$ cat src/hw/rtl/stt_pkg.sv
package stt_pkg;

    // table geometry
    localparam int SLOTS       = 16;
    localparam int MAX_RESULTS = 16;
    localparam int IDX_W       = (SLOTS > 1) ? $clog2(SLOTS) : 1;
    localparam int NF_W        = $clog2(MAX_RESULTS + 1);

    // field widths
    localparam int CMD_W  = 2;
    localparam int SLOT_W = 7;
    localparam int TICK_W = 32;
    localparam int KIND_W = 2;

    // command codes on the input port
    localparam logic [CMD_W-1:0] CMD_CREATE  = 2'd0;
    localparam logic [CMD_W-1:0] CMD_DESTROY = 2'd1;
    localparam logic [CMD_W-1:0] CMD_UPDATE  = 2'd2;
    localparam logic [CMD_W-1:0] CMD_TICK    = 2'd3;

    // result kinds
    localparam logic [KIND_W-1:0] KIND_CREATED = 2'd0;
    localparam logic [KIND_W-1:0] KIND_FULL    = 2'd1;
    localparam logic [KIND_W-1:0] KIND_FIRED   = 2'd2;

    // decoded operation carried through the queue
    typedef enum logic [1:0] {
        OP_CREATE  = 2'd0,
        OP_DESTROY = 2'd1,
        OP_UPDATE  = 2'd2,
        OP_TICK    = 2'd3
    } t_op;

    typedef struct packed {
        t_op               op;
        logic [IDX_W-1:0]  idx;
        logic [TICK_W-1:0] now;
        logic [TICK_W-1:0] delay;
        logic [TICK_W-1:0] interval;
        logic              repeat_req;
        logic [TICK_W-1:0] param;
    } t_item;

    // queue head as seen by the back end
    typedef struct packed {
        logic  valid;
        t_item item;
    } t_q_head;

endpackage

$ cat src/hw/rtl/stt_front.sv
module stt_front (
    input  logic                         i_clk,
    input  logic                         i_rst_n,
    input  logic                         start,
    output logic                         busy,
    input  logic [stt_pkg::CMD_W-1:0]    i_command,
    input  logic [stt_pkg::TICK_W-1:0]   i_now_tick,
    input  logic [stt_pkg::SLOT_W-1:0]   i_slot_id,
    input  logic [stt_pkg::TICK_W-1:0]   i_delay,
    input  logic [stt_pkg::TICK_W-1:0]   i_interval,
    input  logic                         i_repeat_req,
    input  logic [stt_pkg::TICK_W-1:0]   i_user_param,
    input  logic                         i_pop,
    output stt_pkg::t_q_head             o_head
);
    import stt_pkg::*;

    localparam int QDEPTH = 2;

    t_item      r_q [QDEPTH];
    logic       r_wr_ptr, n_wr_ptr;
    logic       r_rd_ptr, n_rd_ptr;
    logic [1:0] r_count, n_count;

    t_item      w_item;
    logic       w_id_ok;
    logic       w_keep;
    logic       w_accept;
    logic       w_push;
    logic       w_pop;
    logic [SLOT_W-1:0] w_id_m1;

    // classify the incoming command
    always_comb begin
        w_id_ok = i_slot_id inside {[SLOT_W'(1):SLOT_W'(SLOTS)]};
        w_id_m1 = i_slot_id - SLOT_W'(1);
        w_item.idx        = w_id_m1[IDX_W-1:0];
        w_item.now        = i_now_tick;
        w_item.delay      = i_delay;
        w_item.interval   = i_interval;
        w_item.repeat_req = i_repeat_req;
        w_item.param      = i_user_param;
        case (i_command)
            CMD_CREATE: begin
                w_item.op = OP_CREATE;
                w_keep    = 1'b1;
            end
            CMD_DESTROY: begin
                w_item.op = OP_DESTROY;
                w_keep    = w_id_ok;
            end
            CMD_UPDATE: begin
                w_item.op = OP_UPDATE;
                w_keep    = w_id_ok;
            end
            default: begin
                w_item.op = OP_TICK;
                w_keep    = 1'b1;
            end
        endcase
    end

    // queue bookkeeping; destroy and update of a bad slot number are dropped here
    assign busy     = (r_count == 2'(QDEPTH));
    assign w_accept = start && !busy;
    assign w_push   = w_accept && w_keep;
    assign w_pop    = i_pop && (r_count != 2'd0);

    always_comb begin
        n_wr_ptr = r_wr_ptr;
        n_rd_ptr = r_rd_ptr;
        n_count  = r_count;
        if (w_push) begin
            n_wr_ptr = ~r_wr_ptr;
        end
        if (w_pop) begin
            n_rd_ptr = ~r_rd_ptr;
        end
        case ({w_push, w_pop})
            2'b10:   n_count = r_count + 2'd1;
            2'b01:   n_count = r_count - 2'd1;
            default: n_count = r_count;
        endcase
    end

    always_ff @(posedge i_clk) begin
        if (!i_rst_n) begin
            r_wr_ptr <= 1'b0;
            r_rd_ptr <= 1'b0;
            r_count  <= 2'd0;
        end else begin
            r_wr_ptr <= n_wr_ptr;
            r_rd_ptr <= n_rd_ptr;
            r_count  <= n_count;
        end
    end

    // entry storage
    always_ff @(posedge i_clk) begin
        if (w_push) begin
            r_q[r_wr_ptr] <= w_item;
        end
    end

    assign o_head.valid = (r_count != 2'd0);
    assign o_head.item  = r_q[r_rd_ptr];

    // queue never overflows or underflows
    a_count_range: assert property (@(posedge i_clk) disable iff (!i_rst_n)
        r_count <= 2'(QDEPTH))
        else $error("queue count out of range");

    a_full_no_push: assert property (@(posedge i_clk) disable iff (!i_rst_n)
        (r_count == 2'(QDEPTH)) && !w_pop |=> (r_count == 2'(QDEPTH)))
        else $error("full queue changed without a pop");

    a_ptr_count: assert property (@(posedge i_clk) disable iff (!i_rst_n)
        (r_count == 2'd1) |-> (r_wr_ptr != r_rd_ptr))
        else $error("pointers disagree with count");

endmodule

$ cat src/hw/rtl/stt_back.sv
module stt_back (
    input  logic                         i_clk,
    input  logic                         i_rst_n,
    input  stt_pkg::t_q_head             i_head,
    output logic                         o_pop,
    output logic                         o_strobe,
    output logic [stt_pkg::KIND_W-1:0]   o_kind,
    output logic [stt_pkg::SLOT_W-1:0]   o_fired_slot,
    output logic [stt_pkg::TICK_W-1:0]   o_param_out,
    output logic                         o_slot_freed,
    output logic                         o_last_of_run
);
    import stt_pkg::*;

    typedef enum logic [5:0] {
        ST_IDLE   = 6'b000001,
        ST_CREATE = 6'b000010,
        ST_UPD_RD = 6'b000100,
        ST_UPD_WR = 6'b001000,
        ST_SWEEP  = 6'b010000,
        ST_FLUSH  = 6'b100000
    } t_state;

    localparam logic [IDX_W-1:0] LAST_IDX = IDX_W'(SLOTS - 1);

    // slot storage
    logic [TICK_W-1:0] r_mem_param    [SLOTS];
    logic [TICK_W-1:0] r_mem_delay    [SLOTS];
    logic [TICK_W-1:0] r_mem_interval [SLOTS];
    logic [TICK_W-1:0] r_mem_start    [SLOTS];
    logic              r_mem_repeats  [SLOTS];

    logic [TICK_W-1:0] r_rd_param, r_rd_delay, r_rd_interval, r_rd_start;
    logic              r_rd_repeats;

    // control state
    t_state            r_state, n_state;
    logic [SLOTS-1:0]  r_active, n_active;
    t_item             r_cur, n_cur;
    logic [IDX_W-1:0]  r_idx, n_idx;
    logic              r_issue_done, n_issue_done;
    logic              r_ev_valid, n_ev_valid;
    logic [IDX_W-1:0]  r_ev_idx, n_ev_idx;
    logic [NF_W-1:0]   r_nfired, n_nfired;

    // held fired result, sent once the next one or the end of sweep is known
    logic              r_pend_valid, n_pend_valid;
    logic [IDX_W-1:0]  r_pend_idx, n_pend_idx;
    logic [TICK_W-1:0] r_pend_param, n_pend_param;
    logic              r_pend_freed, n_pend_freed;

    // output register
    logic              r_out_strobe, n_out_strobe;
    logic [KIND_W-1:0] r_out_kind, n_out_kind;
    logic [SLOT_W-1:0] r_out_slot, n_out_slot;
    logic [TICK_W-1:0] r_out_param, n_out_param;
    logic              r_out_freed, n_out_freed;
    logic              r_out_last, n_out_last;

    // memory ports
    logic [IDX_W-1:0]  w_raddr;
    logic              w_param_we, w_delay_we, w_ivl_we, w_start_we, w_rep_we;
    logic [IDX_W-1:0]  w_param_wa, w_delay_wa, w_ivl_wa, w_start_wa, w_rep_wa;
    logic [TICK_W-1:0] w_param_wd, w_delay_wd, w_ivl_wd, w_start_wd;
    logic              w_rep_wd;

    logic [TICK_W-1:0] w_elapsed;
    logic              w_due;

    assign w_elapsed = r_cur.now - r_rd_start;
    assign w_due     = r_active[r_ev_idx] && (w_elapsed >= r_rd_delay)
                       && (r_nfired < NF_W'(MAX_RESULTS));
    assign o_pop     = (r_state == ST_IDLE) && i_head.valid;

    // sequencer
    always_comb begin
        n_state      = r_state;
        n_active     = r_active;
        n_cur        = r_cur;
        n_idx        = r_idx;
        n_issue_done = r_issue_done;
        n_ev_valid   = 1'b0;
        n_ev_idx     = r_ev_idx;
        n_nfired     = r_nfired;
        n_pend_valid = r_pend_valid;
        n_pend_idx   = r_pend_idx;
        n_pend_param = r_pend_param;
        n_pend_freed = r_pend_freed;
        n_out_strobe = 1'b0;
        n_out_kind   = r_out_kind;
        n_out_slot   = r_out_slot;
        n_out_param  = r_out_param;
        n_out_freed  = r_out_freed;
        n_out_last   = r_out_last;

        w_raddr    = r_cur.idx;
        w_param_we = 1'b0;
        w_param_wa = r_idx;
        w_param_wd = r_cur.param;
        w_delay_we = 1'b0;
        w_delay_wa = r_idx;
        w_delay_wd = r_cur.delay;
        w_ivl_we   = 1'b0;
        w_ivl_wa   = r_idx;
        w_ivl_wd   = r_cur.interval;
        w_start_we = 1'b0;
        w_start_wa = r_idx;
        w_start_wd = r_cur.now;
        w_rep_we   = 1'b0;
        w_rep_wa   = r_idx;
        w_rep_wd   = r_cur.repeat_req;

        case (r_state)
            ST_IDLE: begin
                if (i_head.valid) begin
                    n_cur        = i_head.item;
                    n_idx        = '0;
                    n_issue_done = 1'b0;
                    n_nfired     = '0;
                    n_pend_valid = 1'b0;
                    case (i_head.item.op)
                        OP_CREATE:  n_state = ST_CREATE;
                        OP_DESTROY: n_active[i_head.item.idx] = 1'b0;
                        OP_UPDATE:  n_state = ST_UPD_RD;
                        default:    n_state = ST_SWEEP;
                    endcase
                end
            end

            // look for the lowest free slot, one per cycle
            ST_CREATE: begin
                if (!r_active[r_idx]) begin
                    n_active[r_idx] = 1'b1;
                    w_param_we   = 1'b1;
                    w_delay_we   = 1'b1;
                    w_ivl_we     = 1'b1;
                    w_start_we   = 1'b1;
                    w_rep_we     = 1'b1;
                    n_out_strobe = 1'b1;
                    n_out_kind   = KIND_CREATED;
                    n_out_slot   = SLOT_W'(r_idx) + SLOT_W'(1);
                    n_out_param  = '0;
                    n_out_freed  = 1'b0;
                    n_out_last   = 1'b1;
                    n_state      = ST_IDLE;
                end else if (r_idx == LAST_IDX) begin
                    n_out_strobe = 1'b1;
                    n_out_kind   = KIND_FULL;
                    n_out_slot   = '0;
                    n_out_param  = '0;
                    n_out_freed  = 1'b0;
                    n_out_last   = 1'b1;
                    n_state      = ST_IDLE;
                end else begin
                    n_idx = r_idx + IDX_W'(1);
                end
            end

            // repeat flag read happens here, writes follow
            ST_UPD_RD: begin
                n_state = ST_UPD_WR;
            end

            ST_UPD_WR: begin
                w_param_we = 1'b1;
                w_param_wa = r_cur.idx;
                w_delay_we = 1'b1;
                w_delay_wa = r_cur.idx;
                w_ivl_we   = r_rd_repeats;
                w_ivl_wa   = r_cur.idx;
                w_ivl_wd   = r_cur.delay;
                n_state    = ST_IDLE;
            end

            // read slot k while slot k-1 is evaluated
            ST_SWEEP: begin
                w_raddr = r_idx;
                if (!r_issue_done) begin
                    n_ev_valid = 1'b1;
                    n_ev_idx   = r_idx;
                    if (r_idx == LAST_IDX) begin
                        n_issue_done = 1'b1;
                    end else begin
                        n_idx = r_idx + IDX_W'(1);
                    end
                end
                if (r_ev_valid) begin
                    if (w_due) begin
                        w_start_we = 1'b1;
                        w_start_wa = r_ev_idx;
                        w_delay_we = r_rd_repeats;
                        w_delay_wa = r_ev_idx;
                        w_delay_wd = r_rd_interval;
                        if (!r_rd_repeats) begin
                            n_active[r_ev_idx] = 1'b0;
                        end
                        n_nfired = r_nfired + NF_W'(1);
                        if (r_pend_valid) begin
                            n_out_strobe = 1'b1;
                            n_out_kind   = KIND_FIRED;
                            n_out_slot   = SLOT_W'(r_pend_idx) + SLOT_W'(1);
                            n_out_param  = r_pend_param;
                            n_out_freed  = r_pend_freed;
                            n_out_last   = 1'b0;
                        end
                        n_pend_valid = 1'b1;
                        n_pend_idx   = r_ev_idx;
                        n_pend_param = r_rd_param;
                        n_pend_freed = !r_rd_repeats;
                    end
                    if (r_ev_idx == LAST_IDX) begin
                        n_state = ST_FLUSH;
                    end
                end
            end

            // last fired result of the sweep
            ST_FLUSH: begin
                if (r_pend_valid) begin
                    n_out_strobe = 1'b1;
                    n_out_kind   = KIND_FIRED;
                    n_out_slot   = SLOT_W'(r_pend_idx) + SLOT_W'(1);
                    n_out_param  = r_pend_param;
                    n_out_freed  = r_pend_freed;
                    n_out_last   = 1'b1;
                end
                n_pend_valid = 1'b0;
                n_state      = ST_IDLE;
            end

            default: begin
                n_state = ST_IDLE;
            end
        endcase
    end

    // control registers
    always_ff @(posedge i_clk) begin
        if (!i_rst_n) begin
            r_state      <= ST_IDLE;
            r_active     <= '0;
            r_issue_done <= 1'b0;
            r_ev_valid   <= 1'b0;
            r_nfired     <= '0;
            r_pend_valid <= 1'b0;
            r_out_strobe <= 1'b0;
        end else begin
            r_state      <= n_state;
            r_active     <= n_active;
            r_issue_done <= n_issue_done;
            r_ev_valid   <= n_ev_valid;
            r_nfired     <= n_nfired;
            r_pend_valid <= n_pend_valid;
            r_out_strobe <= n_out_strobe;
        end
    end

    // payload registers
    always_ff @(posedge i_clk) begin
        r_cur        <= n_cur;
        r_idx        <= n_idx;
        r_ev_idx     <= n_ev_idx;
        r_pend_idx   <= n_pend_idx;
        r_pend_param <= n_pend_param;
        r_pend_freed <= n_pend_freed;
        r_out_kind   <= n_out_kind;
        r_out_slot   <= n_out_slot;
        r_out_param  <= n_out_param;
        r_out_freed  <= n_out_freed;
        r_out_last   <= n_out_last;
    end

    // slot memories, one write and one registered read each
    always_ff @(posedge i_clk) begin
        if (w_param_we) begin
            r_mem_param[w_param_wa] <= w_param_wd;
        end
        r_rd_param <= r_mem_param[w_raddr];
    end

    always_ff @(posedge i_clk) begin
        if (w_delay_we) begin
            r_mem_delay[w_delay_wa] <= w_delay_wd;
        end
        r_rd_delay <= r_mem_delay[w_raddr];
    end

    always_ff @(posedge i_clk) begin
        if (w_ivl_we) begin
            r_mem_interval[w_ivl_wa] <= w_ivl_wd;
        end
        r_rd_interval <= r_mem_interval[w_raddr];
    end

    always_ff @(posedge i_clk) begin
        if (w_start_we) begin
            r_mem_start[w_start_wa] <= w_start_wd;
        end
        r_rd_start <= r_mem_start[w_raddr];
    end

    always_ff @(posedge i_clk) begin
        if (w_rep_we) begin
            r_mem_repeats[w_rep_wa] <= w_rep_wd;
        end
        r_rd_repeats <= r_mem_repeats[w_raddr];
    end

    assign o_strobe      = r_out_strobe;
    assign o_kind        = r_out_kind;
    assign o_fired_slot  = r_out_slot;
    assign o_param_out   = r_out_param;
    assign o_slot_freed  = r_out_freed;
    assign o_last_of_run = r_out_last;

    // checks
    a_state_onehot: assert property (@(posedge i_clk) disable iff (!i_rst_n)
        $onehot(r_state))
        else $error("state register not one-hot");

    a_create_is_last: assert property (@(posedge i_clk) disable iff (!i_rst_n)
        o_strobe && (o_kind != KIND_FIRED) |-> o_last_of_run)
        else $error("create result not marked last");

    a_last_fire_idle: assert property (@(posedge i_clk) disable iff (!i_rst_n)
        o_strobe && (o_kind == KIND_FIRED) && o_last_of_run |-> (r_state == ST_IDLE))
        else $error("last fired result while sweep still running");

    a_fire_cap: assert property (@(posedge i_clk) disable iff (!i_rst_n)
        r_nfired <= NF_W'(MAX_RESULTS))
        else $error("fired count beyond result limit");

    a_pop_idle: assert property (@(posedge i_clk) disable iff (!i_rst_n)
        o_pop |=> (r_state != ST_IDLE) || !$past(i_head.item.op != OP_DESTROY))
        else $error("non-destroy command left sequencer idle");

endmodule

$ cat src/hw/rtl/software_timer_table_core.sv
// Timer table with SLOTS slots (16). A command is taken when start is high and
// busy is low; commands wait in a two-entry queue ahead of the executing
// sequencer, so busy rises only when that queue is full. Create scans the
// active flags one slot per cycle; destroy clears the slot's active flag
// straight from idle; update reads its repeat flag from slot memory first and
// then writes the slot; a tick sweep reads one slot per cycle from the slot
// memories with the compare in the cycle after each read. Results appear on
// the o_ result ports for exactly one cycle with o_strobe high; they cannot be
// held off, so the receiver must take every strobe. A create result appears in
// the cycle after its slot is found. A fired result is held until the next
// slot fires or the sweep ends, and o_last_of_run marks the final result of
// each command.
module software_timer_table_core (
    input  logic                         i_clk,
    input  logic                         i_rst_n,
    input  logic                         start,
    output logic                         busy,
    input  logic [stt_pkg::CMD_W-1:0]    i_command,
    input  logic [stt_pkg::TICK_W-1:0]   i_now_tick,
    input  logic [stt_pkg::SLOT_W-1:0]   i_slot_id,
    input  logic [stt_pkg::TICK_W-1:0]   i_delay,
    input  logic [stt_pkg::TICK_W-1:0]   i_interval,
    input  logic                         i_repeat_req,
    input  logic [stt_pkg::TICK_W-1:0]   i_user_param,
    output logic                         o_strobe,
    output logic [stt_pkg::KIND_W-1:0]   o_kind,
    output logic [stt_pkg::SLOT_W-1:0]   o_fired_slot,
    output logic [stt_pkg::TICK_W-1:0]   o_param_out,
    output logic                         o_slot_freed,
    output logic                         o_last_of_run
);
    import stt_pkg::*;

    t_q_head w_head;
    logic    w_pop;

    // command intake and queue
    stt_front u_front (
        .i_clk        (i_clk),
        .i_rst_n      (i_rst_n),
        .start        (start),
        .busy         (busy),
        .i_command    (i_command),
        .i_now_tick   (i_now_tick),
        .i_slot_id    (i_slot_id),
        .i_delay      (i_delay),
        .i_interval   (i_interval),
        .i_repeat_req (i_repeat_req),
        .i_user_param (i_user_param),
        .i_pop        (w_pop),
        .o_head       (w_head)
    );

    // slot table and sequencer
    stt_back u_back (
        .i_clk         (i_clk),
        .i_rst_n       (i_rst_n),
        .i_head        (w_head),
        .o_pop         (w_pop),
        .o_strobe      (o_strobe),
        .o_kind        (o_kind),
        .o_fired_slot  (o_fired_slot),
        .o_param_out   (o_param_out),
        .o_slot_freed  (o_slot_freed),
        .o_last_of_run (o_last_of_run)
    );

endmodule

$ cat config.mk
export PLATFORM = sky130hd
export DESIGN_NAME = software_timer_table_core
export DESIGN_NICKNAME = d
export VERILOG_FILES = /design/src/hw/rtl/stt_pkg.sv /design/src/hw/rtl/stt_front.sv /design/src/hw/rtl/stt_back.sv /design/src/hw/rtl/software_timer_table_core.sv
export SDC_FILE = /design/constraint.sdc
export NUM_CORES = 2
export LEC_CHECK = 0
export BUFFER_PORTS_ARGS = -buffer_cell sky130_fd_sc_hd__buf_2
export CAP_MARGIN = 30
export CORE_MARGIN = 2
export CORE_UTILIZATION = 30
export DETAILED_ROUTE_END_ITERATION = 12
export PLACE_DENSITY = 0.56
export SLEW_MARGIN = 40
export SYNTH_ARGS = -nofsm -noshare
export SYNTH_HDL_FRONTEND = slang
export SYNTH_SLANG_ARGS = --single-unit
export TNS_END_PERCENT = 10
$ cat constraint.sdc
create_clock -name i_clk -period 11.55 [get_ports i_clk]
set_clock_uncertainty 0.05 [all_clocks]
set_input_delay 1.155 -clock i_clk [delete_from_list [all_inputs] [get_ports i_clk]]
set_output_delay 1.155 -clock i_clk [all_outputs]
set_load 0.01 [all_outputs]
==> key figures <==
Detailed routing
  – Vias/cell: 4.89
  – DRT iter0 DRCs: 4893
  – WL final: 259000 µm
  – Post-DRT Antenna Nets: 0
  – Post-route DRC: 0
  – Post-DR wirelength/cell: 24.3 µm
  – Drt first pass iters: 7
  – DR vias: 52100

CTS
  – Cts repair resizes: 0
  – # clock sinks: 2718
  – Max clock buf depth: 4
  – Reg clk slew, reported paths: 0.06 ns
  – Clk_lat worst skew: 0.89 ns
  – Setup Fix Bufs, Post-CTS: 0
  – CTS Hold Bufs: 0
  – H-tree Lvls: 5
  – Root buf cell: clkbuf_16
  – CTS tree: built
  – Number of CTS-inserted buffers: 288

Setup path
  – Cell chain of the critical path: ha_1 > nor2b_1 > o31a_1 > o31a_1 > a21oi_1 > o31ai_1 > buf_4 > a2111oi_1 > o31ai_1 > a21oi_1 > xnor2_1 > ha_1 > a21o_1 > a21o_1 > a21o_1 > a211oi_1 > o21ai_0 > o211ai_4 > inv_4 > mux2i_2 > nand3_1 > nor2_4 > buf_4
  – Worst EP required: 12.02 ns
  – Crit path max-delay cell type: edfxtp_1
  – Most used cell, CP: a21o_1
  – Max stage delay on crit path: 0.75 ns
  – Maximum net fanout on the critical path: 41
  – WP data arrival: 8.68 ns
  – Crit path buf inv count: 3
  – Crit. End Element: register
  – CP Launch Type: register
  – Setup CP Type: reg2reg
  – Cell family with most CP delay: compound AO/OA/AOI/OAI gates

Floorplan
  – Die H: 593 µm
  – Die X-Extent: 593 µm
  – Ports: 186
  – Core Box Area: 346000 µm²
  – Area of the die: 352000 µm²
  – Rows: 216
  – Initial core utilization: 30.1%

Synthesis
  – Top cells by count, synth: edfxtp_1, nand2_1, mux4_2, dfxtp_1, nor2_1
  – Mapped Cells: 5493
  – Avg Inst Size Synth: 19.0 µm²
  – Yosys warns: 0
  – Yosys reg bits: 2718
  – Area leader, netlist: edfxtp_1
  – Ranking of synthesized cells by area: edfxtp_1, mux4_2, dfxtp_1, nand2_1, mux2_2
  – EDFF count, synth: 2553
  – Sequential share of the synthesized area: 76.8%
  – Most common cell in the netlist: edfxtp_1
  – Top cell type's share of synthesized area: 73.6%
  – Dominant synthesized flop cell: edfxtp_1
  – Distinct cells, synth: 74
  – Synth async-reset ratio: 0%
  – Post-Syn Area: 104000 µm²

Place
  – GPL Wtd Cong: 0.817
  – Input/output buffers: 183
  – Hpwl dp: 142000 µm

Timing
  – Final hold vios: 0
  – Tmin final: 8.22 ns
  – Setup TNS: 0 ns
  – Fmax: 0.122 GHz
  – Slew Limit Fails: 0
  – Fraction of the cycle the final worst path needs: 71.2%
  – Worst Tran Pin Value: 0.899 ns
  – Unrepaired setup endpoints after global routing: false
  – Relative slew slack: 39.8%
  – Finish-stage setup viols: 0

Finish
  – # nets final: 6047
  – # fillers: 32200
  – Core Util, Final: 34.9%
  – Seq. cell area: 80000 µm²
  – Synth-to-Final Area Change: 16.0%
  – Layout cells sized above 1: 24.5%
  – Area occupied by multi-input gates: 23100 µm²

Min path
  – HP Class: reg2reg

Power and ir drop
  – Sw Share: 30.3%
  – Net switching power: 9.02 mW
  – Peak supply drop: 0.180 mV
  – Leakage: 39.3 nW
  – Seq pwr share: 44.5%
  – Clock power share: 31.2%
  – Power Dens Cells: 246 nW/µm²
  – P_int: 20.8 mW
  – Logic gate share of total power: 24.3%

Global route
  – Largest net degree at the start of global routing: 107
  – Gr usage total: 14.4%
  – Initial antenna violation count: 18
  – GR Overflow Total: 0
  – Vias in the first global route: 53200
  – First-pass GRT wire length: 372000 µm

Status
  – Status: finished clean

Flow run
  – Max cap viols: 0
-- final timing paths --
path	cells past startpoint	startpoint	slack, ns	endpoint
max	23	u_back.w_start_wd[1]	3.33	u_back.r_mem_delay[3][12]
min	0	u_back.r_rd_param[4]	0.35	u_back.r_pend_param[4]
max reg2reg	23	u_back.w_start_wd[1]	3.33	u_back.r_mem_delay[3][12]
min reg2reg	0	u_back.r_rd_param[4]	0.35	u_back.r_pend_param[4]
-- kinds of logic after synthesis --
group,synth area share (%)
flops,76.8
simple gates,4.95
mux,12.8
compound gates,2.49
buf+inv,1.70
fa+ha+maj,0.932
xor+xnor,0.345
other cells,0.00360
-- routing by layer --
layer,part of all wire [%],up-vias,track usage [%]
li1,-,22500,-
met1,43,27600,19.4
met2,49,1627,24.2
met3,5.8,359,2.26
met4,2.2,16,3.53
met5,0.037,-,0
-- placed cells by master (no fill, tap or decap), types with 9 or more instances in the layout --
| master | instances |
|---|---|
| ha_1 | 76 |
| edfxtp_1 | 2553 |
| clkbuf_1 | 57 |
| a21oi_1 | 59 |
| inv_1 | 91 |
| nand3_1 | 49 |
| clkbuf_8 | 18 |
| a311oi_1 | 31 |
| a211oi_1 | 9 |
| mux2_1 | 15 |
| nand2b_1 | 10 |
| and3_1 | 145 |
| dfxtp_1 | 163 |
| clkinv_1 | 46 |
| nor2_4 | 62 |
| buf_2 | 183 |
| a31oi_1 | 140 |
| o22ai_1 | 18 |
| nand2_1 | 768 |
| buf_4 | 102 |
| nor3_1 | 11 |
| xnor2_1 | 28 |
| mux2i_1 | 39 |
| nor2_1 | 90 |
| o21ai_0 | 43 |
| and2_1 | 10 |
| clkinv_2 | 51 |
| bufinv_16 | 29 |
| mux4_2 | 492 |
| buf_6 | 18 |
| mux2_2 | 147 |
| clkbuf_16 | 297 |
| xor2_1 | 13 |
| a21o_1 | 29 |
-- sequential cells by signal, summed over array words and instances, names as in the netlist, 68 cells and up, named ones only --
| signal | cells |
|---|---|
| u_front.r_q | 270 |
| u_back.r_cur | 68 |
| u_back.r_mem_param | 512 |
| u_back.r_mem_start | 512 |
| u_back.r_mem_interval | 512 |
| u_back.r_mem_delay | 512 |
-- stage by stage --
step	cell area, µm²	hold WS [ns]	cells	power [mW]	setup WS (ns)
floorplan	104000	0.336	5494	18.1	3.20
global placement	111000	0.343	10100	20.6	3.31
detailed placement	111000	0.339	10100	20.7	3.03
CTS	121000	0.323	10600	30.1	2.93
global route	121000	0.352	10600	31.1	2.74
finish	121000	0.352	10600	29.8	3.33
-- power by group through the flow --
stage,Clock [mW],Sequential (mW),Combinational (mW)
after CTS,9.50,13.2,7.35
after floorplan,0,13.1,5.07
after global placement,0,13.4,7.15
after detailed placement,0,13.4,7.31
after global routing,9.85,13.3,7.91
final,9.29,13.2,7.25
-- layout make-up --
type	count	area share (%)
Antenna cell	3	0.00621
Clock buffer	372	6.53
Clock inverter	152	1.32
Inverter	93	0.293
Multi-Input combinational cell	2411	19.1
Sequential cell	2718	66.2
Tap cell	4578	4.74
Timing Repair Buffer	317	1.80
Power figures use the tool's default switching activity.
